--- config.mk ---
export PLATFORM = sky130hd
export DESIGN_NAME = linear_probe_hash_table
export DESIGN_NICKNAME = d
export VERILOG_FILES = /design/src/design/lpht_pkg.sv /design/src/design/lpht_ram.sv /design/src/design/lpht_hash.sv /design/src/design/lpht_ctrl.sv /design/src/design/linear_probe_hash_table.sv
export SDC_FILE = /design/constraint.sdc
export NUM_CORES = 1
export LEC_CHECK = 0
export BUFFER_PORTS_ARGS = -buffer_cell sky130_fd_sc_hd__buf_2
export CAP_MARGIN = 0
export CORE_ASPECT_RATIO = 0.9
export CORE_MARGIN = 8
export CORE_UTILIZATION = 45
export CTS_BUF_LIST = sky130_fd_sc_hd__clkbuf_4 sky130_fd_sc_hd__clkbuf_8
export DETAILED_ROUTE_END_ITERATION = 16
export SYNTH_ARGS = -nofsm -noshare
export SYNTH_HDL_FRONTEND = slang
export SYNTH_HIERARCHICAL = 1
export SYNTH_SLANG_ARGS = --single-unit
--- constraint.sdc ---
create_clock -name clk -period 12.36 [get_ports clk]
set_clock_uncertainty 0.15 [all_clocks]
set_input_delay 1.236 -clock clk [delete_from_list [all_inputs] [get_ports clk]]
set_output_delay 1.236 -clock clk [all_outputs]
set_load 0.02 [all_outputs]
--- src/design/lpht_pkg.sv ---
// Shared types and constants for the linear probe hash table.
// Used by every module of the block but lpht_ram; depends on nothing.
`default_nettype none
package lpht_pkg;

	localparam int TABLE_SIZE = 13;
	localparam int KEY_WIDTH  = 32;
	localparam int IDX_W      = $clog2(TABLE_SIZE);
	localparam int REM_W      = $clog2(TABLE_SIZE);
	localparam int CMD_W      = 2;
	localparam int STATUS_W   = 2;
	localparam int SLOT_W     = 4;
	localparam int KEY_IN_W   = 32;
	localparam int S_DATA_W   = ((CMD_W + KEY_IN_W + 7) / 8) * 8;
	localparam int M_DATA_W   = ((STATUS_W + SLOT_W + 7) / 8) * 8;

	localparam int HCHUNK_N  = (KEY_WIDTH + 7) / 8;
	localparam int HSUM_W    = 8 + IDX_W + $clog2(HCHUNK_N);
	localparam int HRECIP_SH = HSUM_W + IDX_W;
	localparam int HPROD_W   = HSUM_W + HRECIP_SH;
	localparam logic [HPROD_W-1:0] HRECIP_M =
		HPROD_W'(((longint'(1) << HRECIP_SH) + TABLE_SIZE - 1) / TABLE_SIZE);

	localparam logic [IDX_W-1:0] LAST_IDX = IDX_W'(TABLE_SIZE - 1);

	typedef enum logic [CMD_W-1:0] {
		CMD_INSERT = 2'd0,
		CMD_FIND   = 2'd1,
		CMD_DELETE = 2'd2
	} cmd_t;

	typedef enum logic [STATUS_W-1:0] {
		STAT_DONE    = 2'd0,
		STAT_MISSING = 2'd1,
		STAT_FULL    = 2'd2
	} status_t;

	typedef enum logic [2:0] {
		S_IDLE,
		S_HASH,
		S_READ,
		S_CHECK,
		S_RESP
	} state_t;

	typedef struct packed {
		logic             done;
		logic [REM_W-1:0] rem;
	} hash_rsp_t;

	typedef struct packed {
		logic                 re;
		logic                 we;
		logic [IDX_W-1:0]     addr;
		logic [KEY_WIDTH-1:0] wdata;
	} ram_req_t;

	// weight of key byte n: 256**n mod TABLE_SIZE
	function automatic logic [HSUM_W-1:0] chunk_weight(input int n);
		int w;
		w = 1 % TABLE_SIZE;
		for (int i = 0; i < n; i++) begin
			w = (w * 256) % TABLE_SIZE;
		end
		return HSUM_W'(w);
	endfunction

endpackage
`default_nettype wire

--- src/design/lpht_ram.sv ---
// Generic single-port synchronous RAM with a registered read port.
// Standalone; no package dependency.
`default_nettype none
module lpht_ram #(
	parameter int WIDTH = 32,
	parameter int DEPTH = 16
) (
	input  wire logic                     clk,
	input  wire logic                     we,
	input  wire logic                     re,
	input  wire logic [$clog2(DEPTH)-1:0] addr,
	input  wire logic [WIDTH-1:0]         wdata,
	output logic      [WIDTH-1:0]         rdata
);

	logic [WIDTH-1:0] mem_q [DEPTH];
	logic [WIDTH-1:0] rdata_q;

	always_ff @(posedge clk) begin
		if (we) begin
			mem_q[addr] <= wdata;
		end
		if (re) begin
			rdata_q <= mem_q[addr];
		end
	end

	assign rdata = rdata_q;

endmodule
`default_nettype wire

--- src/design/lpht_hash.sv ---
// Remainder unit: key mod TABLE_SIZE, pipelined (weighted byte fold into a registered sum,
// then reciprocal multiply and subtract into the registered remainder). Depends on lpht_pkg.
`default_nettype none
module lpht_hash (
	input  wire logic                           clk,
	input  wire logic                           arst_n,
	input  wire logic                           start,
	input  wire logic [lpht_pkg::KEY_WIDTH-1:0] key,
	output lpht_pkg::hash_rsp_t                 rsp
);

	logic [lpht_pkg::HCHUNK_N*8-1:0] key_pad;
	logic [lpht_pkg::HSUM_W-1:0]     part [lpht_pkg::HCHUNK_N];
	logic [lpht_pkg::HSUM_W-1:0]     sum;
	logic [lpht_pkg::HSUM_W-1:0]     sum_s1;
	logic                            vld_s1;
	logic [lpht_pkg::HPROD_W-1:0]    prod;
	logic [lpht_pkg::HSUM_W-1:0]     quot;
	logic [lpht_pkg::HSUM_W-1:0]     rem_full;
	logic [lpht_pkg::REM_W-1:0]      rem_q;
	logic                            done_q;

	assign key_pad = (lpht_pkg::HCHUNK_N*8)'(key);

	for (genvar g = 0; g < lpht_pkg::HCHUNK_N; g++) begin : g_chunk
		assign part[g] = lpht_pkg::HSUM_W'(key_pad[8*g +: 8]) * lpht_pkg::chunk_weight(g);
	end

	always_comb begin
		sum = '0;
		for (int i = 0; i < lpht_pkg::HCHUNK_N; i++) begin
			sum = sum + part[i];
		end
	end

	assign prod     = lpht_pkg::HPROD_W'(sum_s1) * lpht_pkg::HRECIP_M;
	assign quot     = prod[lpht_pkg::HPROD_W-1 -: lpht_pkg::HSUM_W];
	assign rem_full = sum_s1 - quot * lpht_pkg::HSUM_W'(lpht_pkg::TABLE_SIZE);

	always_ff @(posedge clk or negedge arst_n) begin
		if (!arst_n) begin
			vld_s1 <= 1'b0;
			done_q <= 1'b0;
		end else begin
			vld_s1 <= start;
			done_q <= vld_s1;
		end
	end

	always_ff @(posedge clk) begin
		if (start) begin
			sum_s1 <= sum;
		end
		if (vld_s1) begin
			rem_q <= rem_full[lpht_pkg::REM_W-1:0];
		end
	end

	assign rsp.done = done_q;
	assign rsp.rem  = rem_q;

endmodule
`default_nettype wire

--- src/design/lpht_ctrl.sv ---
// Command sequencer: probes and scans the slot RAM, tracks slot occupancy, holds the result word.
// Depends on lpht_pkg; drives lpht_ram and lpht_hash through the top level.
`default_nettype none
module lpht_ctrl (
	input  wire logic                           clk,
	input  wire logic                           arst_n,
	input  wire logic                           s_tvalid,
	output logic                                s_tready,
	input  wire logic [lpht_pkg::CMD_W-1:0]     cmd_in,
	input  wire logic [lpht_pkg::KEY_WIDTH-1:0] key_in,
	output logic                                hash_start,
	input  wire lpht_pkg::hash_rsp_t            hash_rsp,
	output lpht_pkg::ram_req_t                  ram_req,
	input  wire logic [lpht_pkg::KEY_WIDTH-1:0] ram_rdata,
	output logic                                m_tvalid,
	input  wire logic                           m_tready,
	output logic [lpht_pkg::STATUS_W-1:0]       res_status,
	output logic [lpht_pkg::SLOT_W-1:0]         res_slot
);

	lpht_pkg::state_t               state_q, state_nxt;
	logic [lpht_pkg::TABLE_SIZE-1:0] vld_q;
	logic [lpht_pkg::CMD_W-1:0]      cmd_q;
	logic [lpht_pkg::KEY_WIDTH-1:0]  key_q;
	logic [lpht_pkg::IDX_W-1:0]      idx_q;
	logic [lpht_pkg::IDX_W-1:0]      cnt_q;
	lpht_pkg::status_t               stat_q;
	logic [lpht_pkg::IDX_W-1:0]      hit_q;
	logic                            out_valid_q;
	logic [lpht_pkg::STATUS_W-1:0]   out_status_q;
	logic [lpht_pkg::SLOT_W-1:0]     out_slot_q;

	logic                            accept;
	logic                            in_insert;
	logic                            in_scan;
	logic [lpht_pkg::KEY_WIDTH-1:0]  slot_key;
	logic                            is_insert;
	logic                            slot_empty;
	logic                            slot_hit;
	logic                            chk_finish;
	logic                            chk_fail;
	logic                            resp_load;
	logic [lpht_pkg::IDX_W-1:0]      idx_inc;

	assign accept    = s_tvalid && s_tready;
	assign in_insert = (cmd_in == lpht_pkg::CMD_INSERT);
	assign in_scan   = ((cmd_in == lpht_pkg::CMD_FIND) || (cmd_in == lpht_pkg::CMD_DELETE))
	                   && (key_in != '0);
	assign is_insert = (cmd_q == lpht_pkg::CMD_INSERT);

	assign slot_key   = vld_q[idx_q] ? ram_rdata : '0;
	assign slot_empty = (slot_key == '0);
	assign slot_hit   = (slot_key == key_q);
	assign idx_inc    = (idx_q == lpht_pkg::LAST_IDX) ? '0 : idx_q + 1'b1;

	always_comb begin
		if (is_insert) begin
			chk_finish = slot_empty || (cnt_q == lpht_pkg::LAST_IDX);
			chk_fail   = !slot_empty;
		end else begin
			chk_finish = slot_hit || (idx_q == lpht_pkg::LAST_IDX);
			chk_fail   = !slot_hit;
		end
	end

	assign resp_load = (state_q == lpht_pkg::S_RESP) && (!out_valid_q || m_tready);

	always_comb begin
		state_nxt = state_q;
		unique case (state_q)
			lpht_pkg::S_IDLE: begin
				if (accept) begin
					if (in_insert) begin
						state_nxt = lpht_pkg::S_HASH;
					end else if (in_scan) begin
						state_nxt = lpht_pkg::S_READ;
					end else begin
						state_nxt = lpht_pkg::S_RESP;
					end
				end
			end
			lpht_pkg::S_HASH: begin
				if (hash_rsp.done) begin
					state_nxt = lpht_pkg::S_READ;
				end
			end
			lpht_pkg::S_READ: state_nxt = lpht_pkg::S_CHECK;
			lpht_pkg::S_CHECK: begin
				state_nxt = chk_finish ? lpht_pkg::S_RESP : lpht_pkg::S_READ;
			end
			lpht_pkg::S_RESP: begin
				if (resp_load) begin
					state_nxt = lpht_pkg::S_IDLE;
				end
			end
			default: state_nxt = lpht_pkg::S_IDLE;
		endcase
	end

	always_comb begin
		s_tready      = (state_q == lpht_pkg::S_IDLE);
		hash_start    = (state_q == lpht_pkg::S_IDLE) && accept && in_insert;
		ram_req.re    = (state_q == lpht_pkg::S_READ);
		ram_req.we    = (state_q == lpht_pkg::S_CHECK) && is_insert && slot_empty;
		ram_req.addr  = idx_q;
		ram_req.wdata = key_q;
	end

	always_ff @(posedge clk or negedge arst_n) begin
		if (!arst_n) begin
			state_q     <= lpht_pkg::S_IDLE;
			vld_q       <= '0;
			out_valid_q <= 1'b0;
		end else begin
			state_q <= state_nxt;
			if (ram_req.we) begin
				vld_q[idx_q] <= 1'b1;
			end else if ((state_q == lpht_pkg::S_CHECK) && (cmd_q == lpht_pkg::CMD_DELETE)
			             && slot_hit) begin
				vld_q[idx_q] <= 1'b0;
			end
			if (resp_load) begin
				out_valid_q <= 1'b1;
			end else if (m_tready) begin
				out_valid_q <= 1'b0;
			end
		end
	end

	always_ff @(posedge clk) begin
		unique case (state_q)
			lpht_pkg::S_IDLE: begin
				if (accept) begin
					cmd_q  <= cmd_in;
					key_q  <= key_in;
					idx_q  <= '0;
					cnt_q  <= '0;
					stat_q <= lpht_pkg::STAT_MISSING;
					hit_q  <= '0;
				end
			end
			lpht_pkg::S_HASH: begin
				if (hash_rsp.done) begin
					idx_q <= lpht_pkg::IDX_W'(hash_rsp.rem);
				end
			end
			lpht_pkg::S_READ: ;
			lpht_pkg::S_CHECK: begin
				if (chk_finish) begin
					if (chk_fail) begin
						stat_q <= is_insert ? lpht_pkg::STAT_FULL : lpht_pkg::STAT_MISSING;
						hit_q  <= '0;
					end else begin
						stat_q <= lpht_pkg::STAT_DONE;
						hit_q  <= idx_q;
					end
				end else begin
					idx_q <= idx_inc;
					cnt_q <= cnt_q + 1'b1;
				end
			end
			lpht_pkg::S_RESP: ;
			default: ;
		endcase
		if (resp_load) begin
			out_status_q <= stat_q;
			out_slot_q   <= lpht_pkg::SLOT_W'(hit_q);
		end
	end

	assign m_tvalid   = out_valid_q;
	assign res_status = out_status_q;
	assign res_slot   = out_slot_q;

endmodule
`default_nettype wire

--- src/design/linear_probe_hash_table.sv ---
// Top level of the linear probe hash table: stream ports, slot RAM, remainder unit, sequencer.
// Depends on lpht_pkg, lpht_ram, lpht_hash and lpht_ctrl.
//
// Keeps TABLE_SIZE keys in a RAM with a registered read port; key 0 marks an empty slot and
// the table is empty after reset (per-slot occupancy flops, no clearing pass). Each word in
// gives exactly one word out. Insert first reduces the key mod TABLE_SIZE in a pipelined
// remainder unit (weighted byte fold, then reciprocal multiply), then probes upward with
// wraparound, each slot taking a RAM read, then a compare and write. Find and delete scan
// from slot 0, each slot taking a RAM read, then a compare. Find or delete of key 0 and the
// unused command go straight to the response. One command is processed at a time; a new
// word is taken while the previous result waits on the output register, and the next
// result is held back until that register drains.
`default_nettype none
module linear_probe_hash_table (
	input  wire logic                          clk,
	input  wire logic                          arst_n,
	input  wire logic                          s_tvalid,
	output logic                               s_tready,
	input  wire logic [lpht_pkg::S_DATA_W-1:0] s_tdata,  // command[1:0], key[33:2], zero fill
	output logic                               m_tvalid,
	input  wire logic                          m_tready,
	output logic      [lpht_pkg::M_DATA_W-1:0] m_tdata   // status[1:0], slot_index[5:2], zero fill
);

	logic [lpht_pkg::CMD_W-1:0]     command;
	logic [lpht_pkg::KEY_WIDTH-1:0] key;
	logic                           hash_start;
	lpht_pkg::hash_rsp_t            hash_rsp;
	lpht_pkg::ram_req_t             ram_req;
	logic [lpht_pkg::KEY_WIDTH-1:0] ram_rdata;
	logic [lpht_pkg::STATUS_W-1:0]  status;
	logic [lpht_pkg::SLOT_W-1:0]    slot_index;

	assign command = s_tdata[lpht_pkg::CMD_W-1:0];
	assign key     = s_tdata[lpht_pkg::CMD_W +: lpht_pkg::KEY_WIDTH];

	lpht_ram #(
		.WIDTH(lpht_pkg::KEY_WIDTH),
		.DEPTH(lpht_pkg::TABLE_SIZE)
	) u_ram (
		.clk  (clk),
		.we   (ram_req.we),
		.re   (ram_req.re),
		.addr (ram_req.addr),
		.wdata(ram_req.wdata),
		.rdata(ram_rdata)
	);

	lpht_hash u_hash (
		.clk   (clk),
		.arst_n(arst_n),
		.start (hash_start),
		.key   (key),
		.rsp   (hash_rsp)
	);

	lpht_ctrl u_ctrl (
		.clk       (clk),
		.arst_n    (arst_n),
		.s_tvalid  (s_tvalid),
		.s_tready  (s_tready),
		.cmd_in    (command),
		.key_in    (key),
		.hash_start(hash_start),
		.hash_rsp  (hash_rsp),
		.ram_req   (ram_req),
		.ram_rdata (ram_rdata),
		.m_tvalid  (m_tvalid),
		.m_tready  (m_tready),
		.res_status(status),
		.res_slot  (slot_index)
	);

	assign m_tdata = {(lpht_pkg::M_DATA_W - lpht_pkg::STATUS_W - lpht_pkg::SLOT_W)'(0),
	                  slot_index, status};

endmodule
`default_nettype wire
# After elaboration in Yosys (flattened, before gate mapping)
# Memories as Yosys holds them, arrays and structs flattened. A register that Yosys moved wholly into a read port is not among the register bits.
# Index checks and enable logic that the tools add are counted.
[op_classes]
n_addsub = 6
mul = 4
order_cmp = 2
n_eq_ne = 15
n_mux = 35
bitwise_logic = 3
reduce_logical = 31
[ops]
columns = ["cell", "n"]
rows = [
  ["== test 32 bit", 1],
  ["logical NOT 32 bit", 1],
  ["two-way mux 32 bit", 1],
  ["nonzero test 32 bit", 1],
  ["multiplier 14 x 15 -> 29 bit (second input constant)", 1],
  ["two-way mux 4 bit", 7],
  ["two-way mux 13 bit", 2],
  ["two-way mux 3 bit", 6],
  ["case mux 4 bit (2 select lines)", 2],
  ["case mux 3 bit (5 select lines)", 1],
  ["adder 14 x 10 -> 14 bit", 1],
  ["adder 14 x 8 -> 14 bit", 1],
  ["adder 8 x 12 -> 13 bit", 1],
  ["AND 13 bit", 1],
  ["inverter 13 bit", 1],
  ["OR 13 bit", 1],
  ["multiplier 8 x 4 -> 12 bit (second input constant)", 1],
  ["case mux 4 bit (3 select lines)", 1],
  ["multiplier 11 x 4 -> 4 bit (second input constant)", 1],
  ["logical AND 1 bit", 10],
  ["multiplier 8 x 2 -> 10 bit (second input constant)", 1],
  ["AND reduction 3 bit", 3],
  ["adder 4 x 1 -> 4 bit (second input constant)", 2],
  ["== test 4 bit (second input constant)", 2],
  ["other kinds (23)", 46],
]
[word_totals]
regBits = 91
ram_bits = 416
input_bits = 44
out_inout_bits = 10
elab_cells = 112
mem_count = 1
[memory_table]
columns = ["name", "depth", "width", "read_ports", "rd_ports_with_merged_regs", "wr", "line", "source"]
rows = [
  ["u_ram.mem_q", 13, 32, 1, 1, 1, "lpht_ram.sv:16", "logic [WIDTH-1:0] mem_q [DEPTH];"],
]

# Depth between registers and ports, before layout
# Gate-level depths: netlist of run 1.
[logic_depth]
depth_word = 9
mapped_depth = 30
depth_no_buf = 30

# Hierarchy
# The synthesis of run 1 kept the hierarchy.
[modules_own_cells]
columns = ["mod", "n_inst", "cells_per_inst", "area_each_um2", "seq_area_each_um2"]
rows = [
  ["lpht_ram", 1, 700, 16663.5, 13452.9],
  ["lpht_hash", 1, 453, 4704.5, 560.5],
  ["lpht_ctrl", 1, 428, 4390.5, 2047.0],
  ["linear_probe_hash_table", 1, 3, 18.8, 0.0],
]

# Worst setup path before layout of run 1
# OpenSTA, ideal clock, no wires.
[synth_timing]
path_kind = "flip-flop to flip-flop"
start = "register u_hash/sum_s1[2] (netlist name)"
end = "register u_hash/rem_q[3] (netlist name) (data pin)"
setup_ns = 0.260
arrival_time_ns = 6.396
required_time_ns = 11.950
slack_ns = 5.554
path_stages_with_launch = 30
path_buffers = 0
period_less_slack_ns = 6.806
path_cell_list = "edfxtp_1 -> inv_1 -> fa_1 -> inv_1 -> ha_1 -> inv_1 -> fa_1 -> inv_1 -> fa_1 -> inv_1 -> fa_1 -> inv_1 -> fa_1 -> ha_1 -> nand3_1 -> a211oi_1 -> a21oi_1 -> o211ai_1 -> a211o_1 -> and2_1 -> ha_1 -> inv_1 -> fa_1 -> ha_1 -> o21ai_1 -> nand2b_1 -> a21oi_2 -> xnor2_1 -> xnor2_1 -> xnor2_1"
[synth_between]
elab_chain_len = 3
[synth_rtl]
columns = ["element", "line", "source"]
rows = [
  ["start: declaration", "lpht_hash.sv:15", "logic [lpht_pkg::HSUM_W-1:0] sum_s1;"],
  ["start signal: assignment", "lpht_hash.sv:52", "sum_s1 <= sum;"],
  ["multiplier 14 x 15 -> 29 bit", "lpht_hash.sv:36", "assign prod = lpht_pkg::HPROD_W'(sum_s1) * lpht_pkg::HRECIP_M;"],
  ["multiplier 11 x 4 -> 4 bit", "lpht_hash.sv:38", "assign rem_full = sum_s1 - quot * lpht_pkg::HSUM_W'(lpht_pkg::TABLE_SIZE);"],
  ["subtractor 4 bit *", "lpht_hash.sv:38", ""],
  ["via u_hash.rem_full (one bit)", "lpht_hash.sv:19", "logic [lpht_pkg::HSUM_W-1:0] rem_full;"],
  ["end signal: assignment", "lpht_hash.sv:55", "rem_q <= rem_full[lpht_pkg::REM_W-1:0];"],
  ["end: declaration", "lpht_hash.sv:20", "logic [lpht_pkg::REM_W-1:0] rem_q;"],
]
# Mark *: on every way through the listed nets, which the timed path passes. The rest lies on a longest branch.
# A chain may end at the register's enable or synchronous reset.

# Final worst setup path of run 1
# Ends and elaborated chain as after synthesis.

==> results of run 1 <==
==> worst max-delay path by stage <==
stage                                          start                         to
after global placement    u_hash/sum_s1[2]$_DFFE_PP_  u_hash/rem_q[3]$_DFFE_PP_
after global routing      u_hash/sum_s1[2]$_DFFE_PP_  u_hash/rem_q[3]$_DFFE_PP_
after floorplan           u_hash/sum_s1[2]$_DFFE_PP_  u_hash/rem_q[3]$_DFFE_PP_
final                     u_hash/sum_s1[2]$_DFFE_PP_  u_hash/rem_q[3]$_DFFE_PP_
after detailed placement  u_hash/sum_s1[2]$_DFFE_PP_  u_hash/rem_q[3]$_DFFE_PP_
after CTS                 u_hash/sum_s1[2]$_DFFE_PP_  u_hash/rem_q[3]$_DFFE_PP_
==> logic make-up after synthesis <==
kind of cell	synth area share
flip-flops	0.6230
XOR/XNOR	0.01631
buffers and inverters	0.03796
multiplexers	0.1028
other	0.0001455
adder cells (fa/ha/maj)	0.1161
AND/OR/NAND/NOR	0.04791
AO/OA/AOI/OAI	0.05577
==> final cells by class <==
| cell class | count | share of cell area |
|---|---|---|
| tap | 765 | 0.03348 |
| clock buffer | 118 | 0.05068 |
| multi-input combinational | 828 | 0.3093 |
| inverter | 158 | 0.02079 |
| clock inverter | 39 | 0.009934 |
| sequential | 538 | 0.5617 |
| timing repair buffer | 67 | 0.01409 |
==> where the power goes <==
part	switching, mW	internal, mW	total [mW]
Clock	0.691	0.830	1.52
Sequential	0.213	2.41	2.62
Combinational	2.19	1.85	4.03
Total	3.09	5.08	8.17
==> cell usage in the layout, fill, tap and decap left out, drive strengths merged, types with 36 or more instances in the layout <==
cell type    n
a21oi       59
buf         67
clkbuf     118
edfxtp     519
fa          77
ha         116
inv        159
mux2i       37
mux4        99
nand2       36
nor2        39
o22ai       48
==> per-stage QoR <==
stage	hold slack, ns	std cells	power, mW	utilization
final	0.2685	2513	8.175	0.5033
after global routing	0.2709	2513	8.836	0.5033
after CTS	0.2685	2513	8.273	0.5033
after detailed placement	0.2561	2356	6.715	0.4728
after global placement	0.2661	2356	6.643	0.4728
after floorplan	0.2503	1585	5.849	-
==> sequential cells by signal (all words and copies together) (netlist names), 2 cells and up, named ones only <==
name / cells
u_ram/rdata: 32
u_ctrl/idx_q: 4
u_ctrl/key_q: 32
u_ctrl/res_status: 2
u_ctrl/stat_q: 2
u_ctrl/cmd_q: 2
u_ctrl/res_slot: 4
u_ctrl/hit_q: 4
u_hash/rem_q: 4
u_hash/sum_s1: 13
u_ctrl/state_q: 3
u_ram/mem_q: 416
u_ctrl/cnt_q: 4
==> routing by layer <==
| layer | share of wire | vias up | global-route usage |
|---|---|---|---|
| met3 | 0.062 | 72 | 0.04175 |
| met1 | 0.45 | 7397 | 0.2426 |
| met5 | 0 | - | 0 |
| li1 | - | 6344 | - |
| met2 | 0.47 | 423 | 0.2723 |
| met4 | 0.021 | 0 | 0.05361 |
==> results_dict.tcl, run 1 <==
set metrics [dict create \
    dr.pass1.iters 5 \
    clockRootBuffer "clkbuf_8" \
    slew_violations 0 \
    ys_types 68 \
    yosys-top-cells-count "edfxtp_1 (519), inv_1 (154), ha_1 (116), mux4_2 (99), fa_1 (77)" \
    cp.required_ns 12.63 \
    syn_area_um2 25780 \
    place_area_um2 26860 \
    power_density_nw_per_um2 285.9 \
    routed_via_density 5.665 \
    reg2reg_from "u_hash/sum_s1[2]$_DFFE_PP_" \
    cts_buffers 88 \
    synth_top_flop_cell "edfxtp_1" \
    seq_area_frac_synth 0.6230 \
    n_antenna_cell 0 \
    synthArstFlopShare 0.03532 \
    hp-start "u_ctrl/hit_q[3]$_SDFFCE_PP0P_" \
    fmax_ghz 0.1363 \
    rr_endpoint "u_hash/rem_q[3]$_DFFE_PP_" \
    ir_drop_v 0.0004914 \
    design_area_um2 28590 \
    cpMaxStageDelayCell "edfxtp_1" \
    clkLatencyLatePin_ns 0.68 \
    grt_pass1_wl_mm 87.04 \
    dr.first_iter.drc_count 1300 \
    postCtsSetupBuffers 0 \
    start_util 0.4538 \
    max_stage_delay_ns 0.70 \
    min-delay-path-class "reg2reg" \
    fin_ws_ns 5.021 \
    grt_max_degree 119 \
    crit_family "adder cells" \
    whs_path_depth 0 \
    crit_arrival_ns 7.61 \
    ys_top_cells_by_area "edfxtp_1 (60%), mux4_2 (8.6%), fa_1 (6.0%)" \
    grt_usage 0.1750 \
    rsz0062_at_grt "no" \
    cts_max_path_buffers 3 \
    globalRoute.totalOverflow 0 \
    pre_cts_slack_ns 4.940 \
    min_period_ns 7.339 \
    yosysMostFrequentCell "edfxtp_1" \
    syn2layout_area_growth_pct 10.92 \
    ys_seq_elements 538 \
    remaining_drc_errors 0 \
    yosysTopAreaCellShare 0.6046 \
    fill_cells 4785 \
    cp-end-kind "register" \
    worstMarginPinSlew_ns 1.174 \
    leakage_nw 10.08 \
    dpl.hpwl_mm 34.54 \
    placementRows 83 \
    grt_pass1_vias 14730 \
    cpMostUsedCell "inv_1" \
    die_h_um 243.1 \
    core_area_um2 56810 \
    routabilityCongestion 0.8572 \
    reg2regPathDepth 29 \
    die_w_um 268.3 \
    worstSetupPathType "reg2reg" \
    syn_area_per_cell_um2 16.27 \
    holdPathEnd "u_ctrl/res_slot[3]$_DFFE_PP_" \
    port_buffers 45 \
    wl_per_cell_um 22.64 \
    hold_buffers 0 \
    pin_count 54 \
    drive_gt1_frac 0.1945 \
    ant_nets 0 \
    seqCellArea_um2 16060 \
    finalSetupViolations 0 \
    synth-edff-count 519 \
    period_share 0.5938 \
    hold_viol 0 \
    design.die.area_um2 65210 \
    cp-start-kind "register" \
    cp_max_fo 11 \
    yosysWarnings 6 \
    crit_buf_inv 7 \
    clk_pin_slew_worst_paths_ns 0.06 \
    syn_inst 1584 \
    cts_sinks 538 \
    multi_input_area_um2 8843 \
    cts-htree-levels 3 \
    relSlewSlack 0.2171 \
    synth_area_leader_cell "edfxtp_1" \
    cts_tree "built" \
    vias 14240 \
    drv_cap 0 \
    cp.depth 29 \
    antenna_found_initial 0 \
    fin_nets 1918 \
    cts_resized 0 \
    status "finished clean" \
    fin_setup_tns_ns 0 \
    wirelength_mm 56.89 \
    reg2reg_slack_ns 5.02 \
]
Power figures use the tool's default switching activity.
==> run 2: changes to the inputs <==
--- a/config.mk
+++ b/config.mk
@@ -5,6 +5,7 @@
 export SDC_FILE = /design/constraint.sdc
 export NUM_CORES = 1
 export LEC_CHECK = 0
+export ABC_AREA = 1
 export BUFFER_PORTS_ARGS = -buffer_cell sky130_fd_sc_hd__buf_2
 export CAP_MARGIN = 0
 export CORE_ASPECT_RATIO = 0.9
==> constraint.sdc (replaced) <==
create_clock -name clk -period 6.1 [get_ports clk]
set_clock_uncertainty 0.15 [all_clocks]
set_input_delay 0.61 -clock clk [delete_from_list [all_inputs] [get_ports clk]]
set_output_delay 0.61 -clock clk [all_outputs]
set_load 0.02 [all_outputs]
==> run 2 against run 1 <==
Against the previous run:
- the flow now finishes with violations (negative setup slack)
- core utilization up 1.2 points
- critical endpoint unchanged
- fmax up 16%
- synthesized area up 7.3%
- sequential cell count unchanged
- register-to-register slack worse by 5.2 ns
- critical path depth up 4
- design area up 10%
- hold slack worse by 0.21 ns
==> results_dict.tcl, run 2 <==
set metrics [dict create \
    syn_inst 2804 \
    cts_max_path_buffers 3 \
    cpMaxStageDelayCell "fa_2" \
    fin_nets 3214 \
    final_common_cell "nand2_1" \
    cts-htree-levels 3 \
    seqCellArea_um2 16060 \
    dr.pass1.iters 6 \
    failed_checks "negative setup slack" \
    wl_per_cell_um 17.49 \
    die_w_um 277.4 \
    reg2reg_from "u_hash/sum_s1[2]$_DFFE_PP_" \
    fill_cells 5356 \
    dpl.hpwl_mm 41.88 \
    cts_tree "built" \
    cp-start-kind "register" \
    yosysTopAreaCellShare 0.5632 \
    reg2regPathDepth 33 \
    largest-register "u_ram/mem_q" \
    synth-edff-count 519 \
    fmax_ghz 0.1587 \
    cts_sinks 538 \
    max_stage_delay_ns 0.57 \
    port_buffers 45 \
    whs_path_depth 4 \
    wirelength_mm 67.18 \
    cp_max_fo 4 \
    ys_types 48 \
    seq_area_frac_synth 0.5804 \
    routed_via_density 4.955 \
    slew_violations 0 \
    pin_count 54 \
    syn2layout_area_growth_pct 13.61 \
    fin_setup_tns_ns -0.2027 \
    period_share 1.033 \
    core_area_um2 61010 \
    n_antenna_cell 0 \
    ant_nets 0 \
    finalSetupViolations 1 \
    design.die.area_um2 69690 \
    yosysMostFrequentCell "nand2_1" \
    drive_gt1_frac 0.1262 \
    remaining_drc_errors 0 \
    synth_area_leader_cell "edfxtp_1" \
    crit_arrival_ns 6.58 \
    cp-end-kind "register" \
    clkLatencyLatePin_ns 0.72 \
    fin_ws_ns -0.2027 \
    holdPathEnd "u_ctrl/m_tvalid$_DFFE_PN0P_" \
    mostFrequentLayoutCells "nand2_1 (1,253), edfxtp_1 (519), inv_1 (339), ha_1 (106), nor2_1 (100)" \
    rr_endpoint "u_hash/rem_q[3]$_DFFE_PP_" \
    multi_input_area_um2 10000 \
    grt_pass1_wl_mm 104.6 \
    yosys-top-cells-count "nand2_1 (1,259), edfxtp_1 (519), inv_1 (346), nor2_1 (119), ha_1 (116)" \
    grt_usage 0.1915 \
    syn_area_um2 27670 \
    relSlewSlack 0.2421 \
    placementRows 86 \
    synth_top_flop_cell "edfxtp_1" \
    die_h_um 251.2 \
    rsz0062_at_grt "yes" \
    min_period_ns 6.303 \
    hp-start "m_tready" \
    worstMarginPinSlew_ns 1.125 \
    grt_pass1_vias 18560 \
    antenna_found_initial 1 \
    grt_max_degree 93 \
    yosysWarnings 6 \
    clk_pin_slew_worst_paths_ns 0.06 \
    routabilityCongestion 0.8703 \
    vias 19040 \
    ys_top_cells_by_area "edfxtp_1 (56%), nand2_1 (17%), fa_1 (5.6%)" \
    synthArstFlopShare 0.03532 \
    cp.required_ns 6.38 \
    worstSetupPathType "reg2reg" \
    cts_buffers 90 \
    ys_seq_elements 538 \
    status "finished, violations left" \
    globalRoute.totalOverflow 0 \
    drv_cap 0 \
    min-delay-path-class "in2reg" \
    hold_viol 0 \
    dr.first_iter.drc_count 1302 \
    syn_area_per_cell_um2 9.868 \
    clockRootBuffer "clkbuf_8" \
    largest_reg_flops 416 \
    cpMostUsedCell "inv_2" \
    reg2reg_slack_ns -0.20 \
    start_util 0.4535 \
]
==> run 2: cell count changes in the layout (fill, tap and decap cells not counted), sizes merged, moves of 16 or more <==
cell and change:
nand2 +1232, inv +200, mux4 -99, nor2 +91, buf +78, o22ai -48
nand3 +44, mux2i -37, nor4 -26, dlygate4sd3 +23, o211ai -18, xnor2 -16
==> run 2: how the worst max path moves through the flow <==
stage                                from                        end  slack (ns)
3_5_place_dp   u_hash/sum_s1[3]$_DFFE_PP_  u_hash/rem_q[3]$_DFFE_PP_       -0.31
4_1_cts        u_hash/sum_s1[2]$_DFFE_PP_  u_hash/rem_q[3]$_DFFE_PP_       -0.25
6_report       u_hash/sum_s1[2]$_DFFE_PP_  u_hash/rem_q[3]$_DFFE_PP_       -0.20
5_1_grt        u_hash/sum_s1[2]$_DFFE_PP_  u_hash/rem_q[3]$_DFFE_PP_       -0.45
3_3_place_gp   u_hash/sum_s1[3]$_DFFE_PP_  u_hash/rem_q[3]$_DFFE_PP_       -0.23
2_1_floorplan  u_hash/sum_s1[2]$_DFFE_PP_  u_hash/rem_q[3]$_DFFE_PP_       -0.24
==> run 2: final cells by class <==
| cell class | instances | area share |
|---|---|---|
| repair buffers | 168 | 0.04036 |
| clock inverters | 43 | 0.008637 |
| inverters | 355 | 0.04283 |
| multi-input cells | 1824 | 0.3181 |
| well taps | 792 | 0.03152 |
| clock buffers | 122 | 0.04764 |
| flip-flops and latches | 538 | 0.5109 |
==> run 2: per-layer routing <==
layer	vias to the layer above	track usage	wire length (um)
li1	9281	-	-
met4	2	0.05418	1379
met5	-	0	8
met2	518	0.3035	30600
met3	89	0.03383	3989
met1	9147	0.2702	31210
==> run 2: kinds of logic after synthesis <==
family	Yosys count	share of synthesized area
xor+xnor	23	0.007280
buf+inv	443	0.06955
other cells	1	0.0001355
flops	538	0.5804
fa+ha+maj	193	0.1082
compound gates	111	0.02216
simple gates	1495	0.2123
==> run 2: timing repair <==
action | CTS | global route
buffers inserted | 2 | 8
hold buffers | 23 | 0
pin swaps | 2 | 21
resized for setup | 4 | 21
setup endpoints to repair | 1 | 3
gates cloned | 0 | 0
hold endpoints to repair | 41 | 0
==> run 2: critical path: cells and delay by family, from the launching register on <==
family                   cells  cell delay, ns
AO/OA/AOI/OAI                1            0.06
flip-flops                   1            0.45
AND/OR/NAND/NOR             12            0.97
adder cells (fa/ha/maj)     10            3.79
buffers and inverters        9            0.47
XOR/XNOR                     1            0.16
==> run 2: per-stage QoR <==
stage	utilization	hold slack, ns	worst slack [ns]	instances	cell area, um^2
4_1_cts	0.5126	0.001181	-0.2484	3834	31270
3_5_place_dp	0.4794	0.2545	-0.3074	3644	29250
3_3_place_gp	0.4794	0.2562	-0.2312	3644	29250
5_1_grt	0.5153	0.01532	-0.4471	3842	31440
6_report	0.5153	0.06189	-0.2027	3842	31440
2_1_floorplan	-	0.1644	-0.2363	2805	27740
Power of run 2 is left out: the tool's default activity adds up to more than one toggle a clock period on the data nets, which glitch-free logic cannot reach.
